## src/rtl/spq_pkg.sv

```systemverilog
// ----------------------------------------------------------------------------
// spq_pkg
// types and codes shared by the stable priority queue modules
// ----------------------------------------------------------------------------
package spq_pkg;

   typedef enum logic {
      FUNC_INSERT = 1'b0,
      FUNC_REMOVE = 1'b1
   } func_type;

   typedef enum logic [2:0] {
      ST_OK    = 3'd0,
      ST_DUP   = 3'd1,
      ST_FULL  = 3'd2,
      ST_EMPTY = 3'd3,
      ST_NULL  = 3'd4
   } status_type;

   typedef struct packed {
      logic [15:0]        item;
      logic signed [15:0] kind;
      logic signed [15:0] prio;
   } entry_type;

   typedef struct packed {
      logic dup;   // stored handle equals the probe handle
      logic later; // stored entry leaves after the probe
   } cmp_res_type;

endpackage

```

## src/rtl/stable_priority_queue_unit.sv

```systemverilog
// ----------------------------------------------------------------------------
// stable_priority_queue_unit
// bounded priority queue held in ascending priority order, fifo among equals
// ----------------------------------------------------------------------------
// Use: drive req_* with start high; the request transfers at the clock edge
// where start is high and busy is low. req_func selects insert or remove.
// Every request returns exactly one result on rsp_*, shown for one cycle with
// rsp_strobe high; the receiver cannot hold it off and must take it then.
// A null-handle insert or an empty remove is answered from idle in the cycle
// after the transfer. A remove reads the held entries in order; the head goes
// to the result and the rest move down one place. Any other insert first
// scans all held entries for a duplicate and for the insert position P, the
// first entry that leaves after the new one, else the tail; a duplicate or a
// full insert is then refused, else the entries from P up move up one place,
// top entry first, and the new entry is written at P. busy is low again in
// the result cycle, so the next request can transfer at the edge that ends
// it; null-handle inserts and empty removes run one a cycle. The entries sit
// in one memory with one read and one write port; a scan reads one entry a
// cycle through the compare unit (duplicate and position), and the shift
// moves one entry a cycle. busy stays high through them to the result cycle.
// Reset clears the count and the sequencer; the memory is not cleared, since
// only entries below the count are ever read.
// ----------------------------------------------------------------------------
module stable_priority_queue_unit
   import spq_pkg::*;
#(
   parameter int CAPACITY = 16
) (
   input  logic               clock,
   input  logic               reset,
   input  logic               start,
   output logic               busy,
   input  logic               req_func,
   input  logic [15:0]        req_item_id,
   input  logic signed [15:0] req_kind,
   input  logic signed [15:0] req_prio,
   output logic               rsp_strobe,
   output logic [2:0]         rsp_status,
   output logic [15:0]        rsp_out_item,
   output logic signed [15:0] rsp_out_kind,
   output logic signed [15:0] rsp_out_prio,
   output logic [4:0]         rsp_count
);

   localparam int AW = $clog2(CAPACITY);
   localparam int CW = $clog2(CAPACITY + 1);

   typedef enum logic [3:0] {
      S_IDLE     = 4'b0001,
      S_SCAN     = 4'b0010,
      S_SHIFT_DN = 4'b0100,
      S_SHIFT_UP = 4'b1000
   } state_type;

   state_type   state_ff, state_in;
   logic [CW-1:0] occ_ff, occ_in;
   logic [CW-1:0] idx_ff, idx_in;
   logic [CW-1:0] pos_ff, pos_in;
   logic          pend_ff, pend_in;
   logic [AW-1:0] pend_addr_ff, pend_addr_in;
   logic          found_ff, found_in;
   logic          dup_ff, dup_in;
   entry_type     new_ff, new_in;
   logic          rsp_strobe_ff, rsp_strobe_in;
   status_type    rsp_status_ff, rsp_status_in;
   entry_type     rsp_entry_ff, rsp_entry_in;
   logic [4:0]    rsp_count_ff, rsp_count_in;

   logic          rd_en, wr_en;
   logic [AW-1:0] rd_addr, wr_addr;
   entry_type     rd_entry, wr_entry;
   cmp_res_type   cmp_res;
   logic [CW-1:0] idx_dec;
   logic [CW-1:0] occ_inc, occ_dec;

   spq_ram #(
      .WIDTH ($bits(entry_type)),
      .DEPTH (CAPACITY)
   ) u_ram (
      .clock   (clock),
      .wr_en   (wr_en),
      .wr_addr (wr_addr),
      .wr_data (wr_entry),
      .rd_en   (rd_en),
      .rd_addr (rd_addr),
      .rd_data (rd_entry)
   );

   spq_cmp u_cmp (
      .stored (rd_entry),
      .probe  (new_ff),
      .result (cmp_res)
   );

   assign idx_dec = idx_ff - CW'(1);
   assign occ_inc = occ_ff + CW'(1);
   assign occ_dec = occ_ff - CW'(1);

   always_comb begin
      state_in      = state_ff;
      occ_in        = occ_ff;
      idx_in        = idx_ff;
      pos_in        = pos_ff;
      pend_in       = 1'b0;
      pend_addr_in  = pend_addr_ff;
      found_in      = found_ff;
      dup_in        = dup_ff;
      new_in        = new_ff;
      rsp_strobe_in = 1'b0;
      rsp_status_in = rsp_status_ff;
      rsp_entry_in  = rsp_entry_ff;
      rsp_count_in  = rsp_count_ff;
      rd_en         = 1'b0;
      rd_addr       = '0;
      wr_en         = 1'b0;
      wr_addr       = '0;
      wr_entry      = rd_entry;

      unique case (state_ff)
         S_IDLE: begin
            if (start) begin
               if (req_func == FUNC_INSERT) begin
                  if (req_item_id == 16'd0) begin
                     rsp_strobe_in = 1'b1;
                     rsp_status_in = ST_NULL;
                     rsp_entry_in  = '0;
                     rsp_count_in  = 5'(occ_ff);
                  end else begin
                     new_in.item = req_item_id;
                     new_in.kind = req_kind;
                     new_in.prio = req_prio;
                     idx_in      = '0;
                     found_in    = 1'b0;
                     dup_in      = 1'b0;
                     state_in    = S_SCAN;
                  end
               end else if (occ_ff == '0) begin
                  rsp_strobe_in = 1'b1;
                  rsp_status_in = ST_EMPTY;
                  rsp_entry_in  = '0;
                  rsp_count_in  = 5'(occ_ff);
               end else begin
                  idx_in   = '0;
                  state_in = S_SHIFT_UP;
               end
            end
         end

         S_SCAN: begin
            // one read issued per cycle, compared when the data returns
            if (idx_ff < occ_ff) begin
               rd_en        = 1'b1;
               rd_addr      = idx_ff[AW-1:0];
               idx_in       = idx_ff + CW'(1);
               pend_in      = 1'b1;
               pend_addr_in = idx_ff[AW-1:0];
            end
            if (pend_ff) begin
               if (cmp_res.dup) begin
                  dup_in = 1'b1;
               end
               if (cmp_res.later && !found_ff) begin
                  found_in = 1'b1;
                  pos_in   = CW'(pend_addr_ff);
               end
            end
            if (idx_ff == occ_ff && !pend_ff) begin
               if (dup_ff) begin
                  rsp_strobe_in = 1'b1;
                  rsp_status_in = ST_DUP;
                  rsp_entry_in  = '0;
                  rsp_count_in  = 5'(occ_ff);
                  state_in      = S_IDLE;
               end else if (occ_ff == CW'(CAPACITY)) begin
                  rsp_strobe_in = 1'b1;
                  rsp_status_in = ST_FULL;
                  rsp_entry_in  = '0;
                  rsp_count_in  = 5'(occ_ff);
                  state_in      = S_IDLE;
               end else begin
                  if (!found_ff) begin
                     pos_in = occ_ff;
                  end
                  idx_in   = occ_ff;
                  state_in = S_SHIFT_DN;
               end
            end
         end

         S_SHIFT_DN: begin
            // open a gap at the insert position, top entry first
            if (idx_ff > pos_ff) begin
               rd_en        = 1'b1;
               rd_addr      = idx_dec[AW-1:0];
               idx_in       = idx_dec;
               pend_in      = 1'b1;
               pend_addr_in = idx_dec[AW-1:0];
            end
            if (pend_ff) begin
               wr_en   = 1'b1;
               wr_addr = pend_addr_ff + AW'(1);
            end
            if (idx_ff == pos_ff && !pend_ff) begin
               wr_en         = 1'b1;
               wr_addr       = pos_ff[AW-1:0];
               wr_entry      = new_ff;
               occ_in        = occ_inc;
               rsp_strobe_in = 1'b1;
               rsp_status_in = ST_OK;
               rsp_entry_in  = '0;
               rsp_count_in  = 5'(occ_inc);
               state_in      = S_IDLE;
            end
         end

         S_SHIFT_UP: begin
            // head goes to the result, the rest move down one place
            if (idx_ff < occ_ff) begin
               rd_en        = 1'b1;
               rd_addr      = idx_ff[AW-1:0];
               idx_in       = idx_ff + CW'(1);
               pend_in      = 1'b1;
               pend_addr_in = idx_ff[AW-1:0];
            end
            if (pend_ff) begin
               if (pend_addr_ff == '0) begin
                  rsp_entry_in = rd_entry;
               end else begin
                  wr_en   = 1'b1;
                  wr_addr = pend_addr_ff - AW'(1);
               end
            end
            if (idx_ff == occ_ff && !pend_ff) begin
               occ_in        = occ_dec;
               rsp_strobe_in = 1'b1;
               rsp_status_in = ST_OK;
               rsp_count_in  = 5'(occ_dec);
               state_in      = S_IDLE;
            end
         end

         default: begin
            state_in = S_IDLE;
         end
      endcase
   end

   always_ff @(posedge clock) begin
      if (reset) begin
         state_ff      <= S_IDLE;
         occ_ff        <= '0;
         pend_ff       <= 1'b0;
         rsp_strobe_ff <= 1'b0;
      end else begin
         state_ff      <= state_in;
         occ_ff        <= occ_in;
         pend_ff       <= pend_in;
         rsp_strobe_ff <= rsp_strobe_in;
      end
   end

   always_ff @(posedge clock) begin
      idx_ff        <= idx_in;
      pos_ff        <= pos_in;
      pend_addr_ff  <= pend_addr_in;
      found_ff      <= found_in;
      dup_ff        <= dup_in;
      new_ff        <= new_in;
      rsp_status_ff <= rsp_status_in;
      rsp_entry_ff  <= rsp_entry_in;
      rsp_count_ff  <= rsp_count_in;
   end

   assign busy         = (state_ff != S_IDLE);
   assign rsp_strobe   = rsp_strobe_ff;
   assign rsp_status   = rsp_status_ff;
   assign rsp_out_item = rsp_entry_ff.item;
   assign rsp_out_kind = rsp_entry_ff.kind;
   assign rsp_out_prio = rsp_entry_ff.prio;
   assign rsp_count    = rsp_count_ff;

endmodule

```

## src/rtl/spq_ram.sv

```systemverilog
// ----------------------------------------------------------------------------
// spq_ram
// generic single write, single read port memory with registered read data
// ----------------------------------------------------------------------------
module spq_ram #(
   parameter int WIDTH = 48,
   parameter int DEPTH = 16
) (
   input  logic                     clock,
   input  logic                     wr_en,
   input  logic [$clog2(DEPTH)-1:0] wr_addr,
   input  logic [WIDTH-1:0]         wr_data,
   input  logic                     rd_en,
   input  logic [$clog2(DEPTH)-1:0] rd_addr,
   output logic [WIDTH-1:0]         rd_data
);

   logic [WIDTH-1:0] mem [DEPTH];

   always_ff @(posedge clock) begin
      if (wr_en) begin
         mem[wr_addr] <= wr_data;
      end
      if (rd_en) begin
         rd_data <= mem[rd_addr];
      end
   end

endmodule

```

## src/rtl/spq_cmp.sv

```systemverilog
// ----------------------------------------------------------------------------
// spq_cmp
// compare unit: checks one stored entry against the entry being inserted
// ----------------------------------------------------------------------------
module spq_cmp
   import spq_pkg::*;
(
   input  entry_type   stored,
   input  entry_type   probe,
   output cmp_res_type result
);

   assign result.dup   = (stored.item == probe.item);
   assign result.later = ($signed(stored.prio) > $signed(probe.prio));

endmodule

```

## config.mk

```make
export PLATFORM = sky130hd
export DESIGN_NAME = stable_priority_queue_unit
export DESIGN_NICKNAME = d
export VERILOG_FILES = /design/src/rtl/spq_pkg.sv /design/src/rtl/stable_priority_queue_unit.sv /design/src/rtl/spq_ram.sv /design/src/rtl/spq_cmp.sv
export SDC_FILE = /design/constraint.sdc
export NUM_CORES = 1
export LEC_CHECK = 0
export ABC_AREA = 1
export ABC_CLOCK_PERIOD_IN_PS = 7820
export BUFFER_PORTS_ARGS = -buffer_cell sky130_fd_sc_hd__clkbuf_2
export CAP_MARGIN = 5
export CORE_MARGIN = 1
export CORE_UTILIZATION = 32
export DETAILED_ROUTE_END_ITERATION = 8
export PLACE_DENSITY = 0.55
export SLEW_MARGIN = 20
export SYNTH_ARGS = -nofsm -noshare
export SYNTH_HDL_FRONTEND = slang
export SYNTH_SLANG_ARGS = --single-unit
```

## constraint.sdc

```tcl
create_clock -name clock -period 7.82 [get_ports clock]
set_input_delay 1.173 -clock clock [delete_from_list [all_inputs] [get_ports clock]]
set_output_delay 1.173 -clock clock [all_outputs]
set_load 0.05 [all_outputs]
```

==> metrics.md, run 1 <==
| Metric | Value |
|---|---|
| CORE AREA | `0.130 mm^2` |
| Vias per cell | `4.85` |
| Final std cells w/o fill | `5,589` |
| Sum Neg Setup Slack | `0 ns` |
| Via count | `27,100` |
| Die Height | `364 um` |
| Crit share post-route | `0.635` |
| RePlAce Congestion | `0.822` |
| Static Leak | `17.9 nW` |
| DR DRC count | `0` |
| Total clock sinks | `947` |
| N_diodes | `0` |
| Max Clock Freq | `0.201 GHz` |
| Hold_buf cts | `0` |
| Final worst path period need | `4.96 ns` |
| Finished layout cell area | `roughly 0.048 mm^2` |
| Clock Skew | `approximately 0.030 ns` |
| Antenna Nets Post-Route | `0` |
| Post-synth cell types | `41` |
| Worst-path clk slew | `0.06 ns` |
| Io pins | `110` |
| Setup bufs post-CTS | `0` |
| Worst Setup End Kind | `register` |
| Met3 GRT Util | `0.0295` |
| Post-synthesis instance total | `3,688` |
| Mapped Nets | `between 3,000 and 4,000` |
| Multi-input gate area | `0.0109 mm^2` |
| Clk root buf | `clkbuf_16` |
| FF+latch area | `around 0.028 mm^2` |
| Initial Utilization | `0.324` |
| CTS tree | `yes` |
| Max VDD drop | `0.236 mV` |
| Max cap viols | `0` |
| Worst-path fanout max | `135` |
| Inst Count DP | `about 5,400` |
| Post-synthesis sequential area ratio | `0.674` |
| TritonCTS buffer count | `103` |
| M2 GR Usage | `0.274` |
| Total wire length | `115,000 um` |
| Busiest layer in global routing | `met2` |
| WL/cell | `20.6 um` |
| Number of synthesized register bits | `947` |
| DP Area | `0.0444 mm^2` |
| Vias in the first global route | `25,800` |
| Synth Warn # | `0` |
| Post-CTS Resized | `0` |
| Die area | `around 0.13 mm^2` |
| Slew HR | `0.221` |
| DR iter-0 viols | `2,488` |
| Commonest cells after routing, fill and taps aside | `936 x edfxtp_1, 744 x nand2_1, 614 x nand3_1` |
| GR Overflow Total | `0` |
| Hold Path Class | `register to register` |
| Largest net degree at the start of global routing | `203` |
| Worst-Margin Slew | `1.17 ns` |
| Crit start category | `register` |
| Worst path required time | `8.24 ns` |
| H-Tree Depth | `3` |
| P&R area growth vs syn | `13.2%` |
| Mapped cell area | `0.0420 mm^2` |
| Clock buffer depth | `3` |
| Pre-Repair DR Iteration Count | `7` |
| Fin Hold WS | `0.531 ns` |
| Worst hold path depth | `2` |
| Cells on worst reg2reg path | `16` |
| Fin. max-slew vios | `0` |
| Critical path class | `register to register` |
| Fillcell total | `~13,000` |
| Tot Pwr | `13.0 mW` |
| CP arrival | `5.38 ns` |
| Endpoints failing setup | `0` |
| Nets | `roughly 3,900` |
| RSZ-0062 raised after global routing | `false` |
| Port Buf Inserts | `between 100 and 150` |
| Commonest non-fill, non-tap cell in the layout | `edfxtp_1` |
| GRT Resource Usage Total | `0.172` |
| Insertion delay to the later sink of the worst-skew pair | `0.70 ns` |
| Site row count | `132` |
| First-pass GRT wire length | `169,000 um` |
| HPWL Detailed | `approximately 57,000 um` |
| Die Wd | `364 um` |
| Status | `finished clean` |
| Initial antenna violation count | `1` |
| P per Cell Area | `between 200 and 300 mW/mm^2` |
| GR Util met1 | `0.236` |
| Endpoints failing hold | `0` |
| Syn_area_per_cell | `11.4 um^2` |
| Share of cells above drive strength 1 | `0.107` |
[state kept, by name, indices dropped and copies added, names as in the netlist]
| register | flops |
|---|---|
| u_ram.mem | 768 |
| new_ff | 48 |
| u_ram.rd_data | 48 |
| rsp_out_item | 16 |
| rsp_out_kind | 16 |
| rsp_out_prio | 16 |
| idx_ff | 5 |
| occ_ff | 5 |
| pos_ff | 5 |
| rsp_count | 5 |
| pend_addr_ff | 4 |
| state_ff | 4 |
| rsp_status | 3 |
| dup_ff | 1 |
| found_ff | 1 |
| pend_ff | 1 |
| rsp_strobe | 1 |
[cell families after synthesis]
kind of cell,count (synthesis),share of synthesized area
fa+ha+maj,33,0.00983
simple gates,1874,0.224
buf+inv,694,0.0720
flops,947,0.674
xor+xnor,17,0.00354
compound gates,123,0.0164
[path summary, 6_finish.rpt]
kind	startpoint	end	slack (ns)
max	occ_ff[2]	u_ram.rd_data[17]	2.86
min reg2reg	state_ff[3]	state_ff[3]	0.53
max reg2reg	occ_ff[2]	u_ram.rd_data[17]	2.86
min	state_ff[3]	state_ff[3]	0.53
[cell type report]
| type | count | area share |
|---|---|---|
| Clock buffer | 126 | 0.0560 |
| Clock inverter | 58 | 0.00908 |
| Inverter | 480 | 0.0382 |
| Multi-Input combinational cell | 2047 | 0.229 |
| Sequential cell | 947 | 0.596 |
| Tap cell | 1742 | 0.0459 |
| Timing Repair Buffer | 189 | 0.0263 |
[cells in the mapped netlist, drive strengths merged]
cell	n	area, um^2
o211ai	5	42.5
nand4	16	100
clkbuf	50	188
a31oi	4	25.0
nor4	1	6.26
ha	33	413
xnor2	7	61.3
edfxtp	936	28100
nor2	111	429
dfxtp	11	220
a211oi	1	7.51
o221ai	6	52.6
xor2	10	87.6
a21oi	26	130
or2	2	12.5
nand2	750	2840
a21o	1	7.51
inv	479	1800
nand3b	336	2520
o31ai	2	15.0
a31o	1	8.76
buf	164	1030
o21ai	73	369
o22ai	4	31.3
clkinv	1	3.75
nand3	654	3480
nor3	4	20.0
[power breakdown]
part	leakage (nW)	switching, mW	total (mW)	internal, mW
logic	7.84	1.75	2.23	0.476
registers	8.57	0.150	6.19	6.04
clock network	1.51	2.02	4.56	2.54
[critical path: stages (launching register included)]
cell	delay, ns
dfxtp_1	0.49
inv_1	0.19
ha_1	0.35
nand2_1	0.07
nor2_1	0.05
nand2_1	0.05
nand3_1	0.15
inv_1	0.22
ha_1	0.29
nand2_8	0.49
nand2_8	0.86
buf_4	0.68
nand2_1	0.10
nand3_1	0.13
nand3_1	0.08
nand3_1	0.13
nand2_1	0.11
[per-layer routing]
layer / wire length, um / vias to the layer above
met5: 0 / -
met4: 3330 / 0
met3: 7400 / 199
met2: 53300 / 859
met1: 51100 / 13200
li1: - / 12800
[metrics by stage]
stage	utilization	setup WS [ns]
finish	0.366	2.86
CTS	0.366	2.78
floorplan	-	3.23
global route	0.366	2.40
global placement	0.342	2.84
detailed placement	0.342	2.80
Note: power is estimated with default switching activity, not from simulation.
==> run 2: changes to the inputs <==
ABC_CLOCK_PERIOD_IN_PS = 4700   (was 7820)
clock period = 4.7 ns   (was 7.82 ns; I/O delays follow)
==> run 2 against run 1 <==
Effect of this change: clock-buffer cell count shrank 2; highest routed layer unchanged; fmax grew 30%; clock power grew 68%; via count grew 0.19%; sequential share of layout area shrank 0.52 points; setup slack lost 2.0 ns.
==> metrics.md, run 2 (synthesis results as in run 1) <==
| Metric | Value |
|---|---|
| Vias per cell | `about 4.8` |
| Initial antenna violation count | `0` |
| Largest net degree at the start of global routing | `195` |
| Endpoints failing hold | `0` |
| Pre-Repair DR Iteration Count | `5` |
| Worst path required time | `5.07 ns` |
| CP arrival | `4.20 ns` |
| Worst-path clk slew | `0.05 ns` |
| CTS tree | `yes` |
| RSZ-0062 raised after global routing | `false` |
| Antenna Nets Post-Route | `0` |
| First-pass GRT wire length | `170,000 um` |
| Worst Setup End Kind | `register` |
| Crit start category | `register` |
| Worst-path fanout max | `18` |
| Clk root buf | `clkbuf_16` |
| Static Leak | `around 18 nW` |
| Status | `finished clean` |
| Slowest stage delay, CP | `between 0.5 and 0.6 ns` |
| GRT Resource Usage Total | `0.171` |
| Total wire length | `114,000 um` |
| P&R area growth vs syn | `14.2%` |
| GR Overflow Total | `0` |
| Critical path class | `register to register` |
| Met1 WL | `53,600 um` |
| Max FFs per register | `about 770` |
| Die area | `between 0.1 and 0.15 mm^2` |
| Port Buf Inserts | `109` |
| Pre-CTS setup slack | `0.858 ns` |
| DP Area | `0.0448 mm^2` |
| H-Tree Depth | `3` |
| Fillcell total | `12,700` |
| Fin. max-slew vios | `0` |
| DR DRC count | `0` |
| HP Start | `req_prio[8]` |
| Routed wl met2 | `~52,000 um` |
| Io pins | `110` |
| Multi-input gate area | `0.0109 mm^2` |
| Initial Utilization | `0.324` |
| CP Buf/Inv Count | `2` |
| Worst-Margin Slew | `1.06 ns` |
| Setup ws final | `0.872 ns` |
| Crit share post-route | `0.814` |
| Max VDD drop | `around 0.27 mV` |
| Commonest cells after routing, fill and taps aside | `936 x edfxtp_1, 744 x nand2_1, 614 x nand3_1` |
| Hold Path Class | `input pin to register` |
| TritonCTS buffer count | `102` |
| Post-CTS Resized | `0` |
| Endpoints failing setup | `0` |
| CORE AREA | `0.130 mm^2` |
| Total clock sinks | `947` |
| Max Clock Freq | `0.261 GHz` |
| Hold_buf cts | `0` |
| Commonest non-fill, non-tap cell in the layout | `edfxtp_1` |
| WL/cell | `about 20 um` |
| Setup bufs post-CTS | `0` |
| Reg2reg start | `idx_ff[2]` |
| Final worst path period need | `3.83 ns` |
| Largest delay share family, worst path | `simple AND/OR/NAND/NOR gates` |
| Via count | `around 27,000` |
| Insertion delay to the later sink of the worst-skew pair | `0.71 ns` |
| Cell repeated most along the worst path | `nand2_1` |
| Reg2reg end | `new_ff[18]` |
| Clock Skew | `0.0361 ns` |
| Inst Count DP | `roughly 5,400` |
| Top Registers | `u_ram.mem (768), new_ff (48), u_ram.rd_data (48)` |
| HPWL Detailed | `58,400 um` |
| Die Wd | `364 um` |
| Max cap viols | `0` |
| DR iter-0 viols | `about 2,400` |
| Clock buffer depth | `3` |
| Slew HR | `0.293` |
| Nets | `3,880` |
| Sum Neg Setup Slack | `0 ns` |
| Worst hold path depth | `1` |
| Finished layout cell area | `around 0.048 mm^2` |
| FF+latch area | `0.0283 mm^2` |
| R2R setup slack | `0.87 ns` |
| P per Cell Area | `452 mW/mm^2` |
| Crit-path slowest cell | `inv_2` |
| Max layer used | `met4` |
| RePlAce Congestion | `0.858` |
| Met3 wire len | `between 6000 and 7000 um` |
| Die Height | `364 um` |
| Cells on worst reg2reg path | `10` |
| Share of cells above drive strength 1 | `0.113` |
| Site row count | `132` |
| Final std cells w/o fill | `5,616` |
| Top reg by flops | `u_ram.mem` |
| Vias in the first global route | `25,900` |
| WHS Endpoint | `new_ff[8]` |
| Layout Utilization | `0.369` |
| Critical path, cell by cell | `ha_1, nand2_1, nor2_1, nand2_1, o21ai_0, nand2_1, nor3_1, nand2_1, inv_2, buf_4` |
run 2: cell types whose count changed in the layout (fill, tap and decap cells not counted), sizes merged, moves of 2 or more:
cell	before	now
buf	80	108
inv	483	486
clkinv	48	45
clkbuf	235	233
run 2: metal layers:
layer / GRT usage / up-vias
li1: - / 12900
met3: 0.0257 / 149
met1: 0.248 / 13300
met5: 0 / -
met2: 0.267 / 829
met4: 0.0445 / 0
run 2: through the flow:
stage / total power [mW] / hold slack [ns]
6_report: 21.7 / 0.176
5_1_grt: 22.6 / 0.134
4_1_cts: 21.9 / 0.125
3_5_place_dp: 14.2 / 0.511
3_3_place_gp: 14.2 / 0.509
2_1_floorplan: 13.0 / 0.491
run 2: worst register-to-register path, cell delays in order, from the launching register on:
cell and delay [ns]:
edfxtp_1 0.52, ha_1 0.36, nand2_1 0.05, nor2_1 0.12, nand2_1 0.19, o21ai_0 0.54
nand2_1 0.14, nor3_1 0.40, nand2_1 0.15, inv_2 0.57, buf_4 0.45
run 2: where the power goes:
| group | internal (mW) | leakage, nW | switching [mW] |
|---|---|---|---|
| clock network | 4.27 | 1.54 | 3.38 |
| registers | 10.0 | 8.57 | 0.248 |
| logic | 0.823 | 8.02 | 2.93 |
run 2: how the worst max path moves through the flow:
stage,start,end,depth (start not counted)
finish,idx_ff[2],new_ff[18],10
floorplan,idx_ff[3],rsp_out_item[0],9
CTS,occ_ff[2],u_ram.rd_data[12],18
global route,occ_ff[2],u_ram.rd_data[12],18
global placement,occ_ff[2],u_ram.rd_data[12],18
detailed placement,occ_ff[2],u_ram.rd_data[12],18
run 2: layout make-up:
cell class | instances | share of cell area
diodes | 1 | 0.0000522
well taps | 1742 | 0.0455
clock inverters | 58 | 0.0105
multi-input cells | 2047 | 0.226
inverters | 480 | 0.0378
flip-flops and latches | 947 | 0.591
repair buffers | 217 | 0.0343
clock buffers | 124 | 0.0549
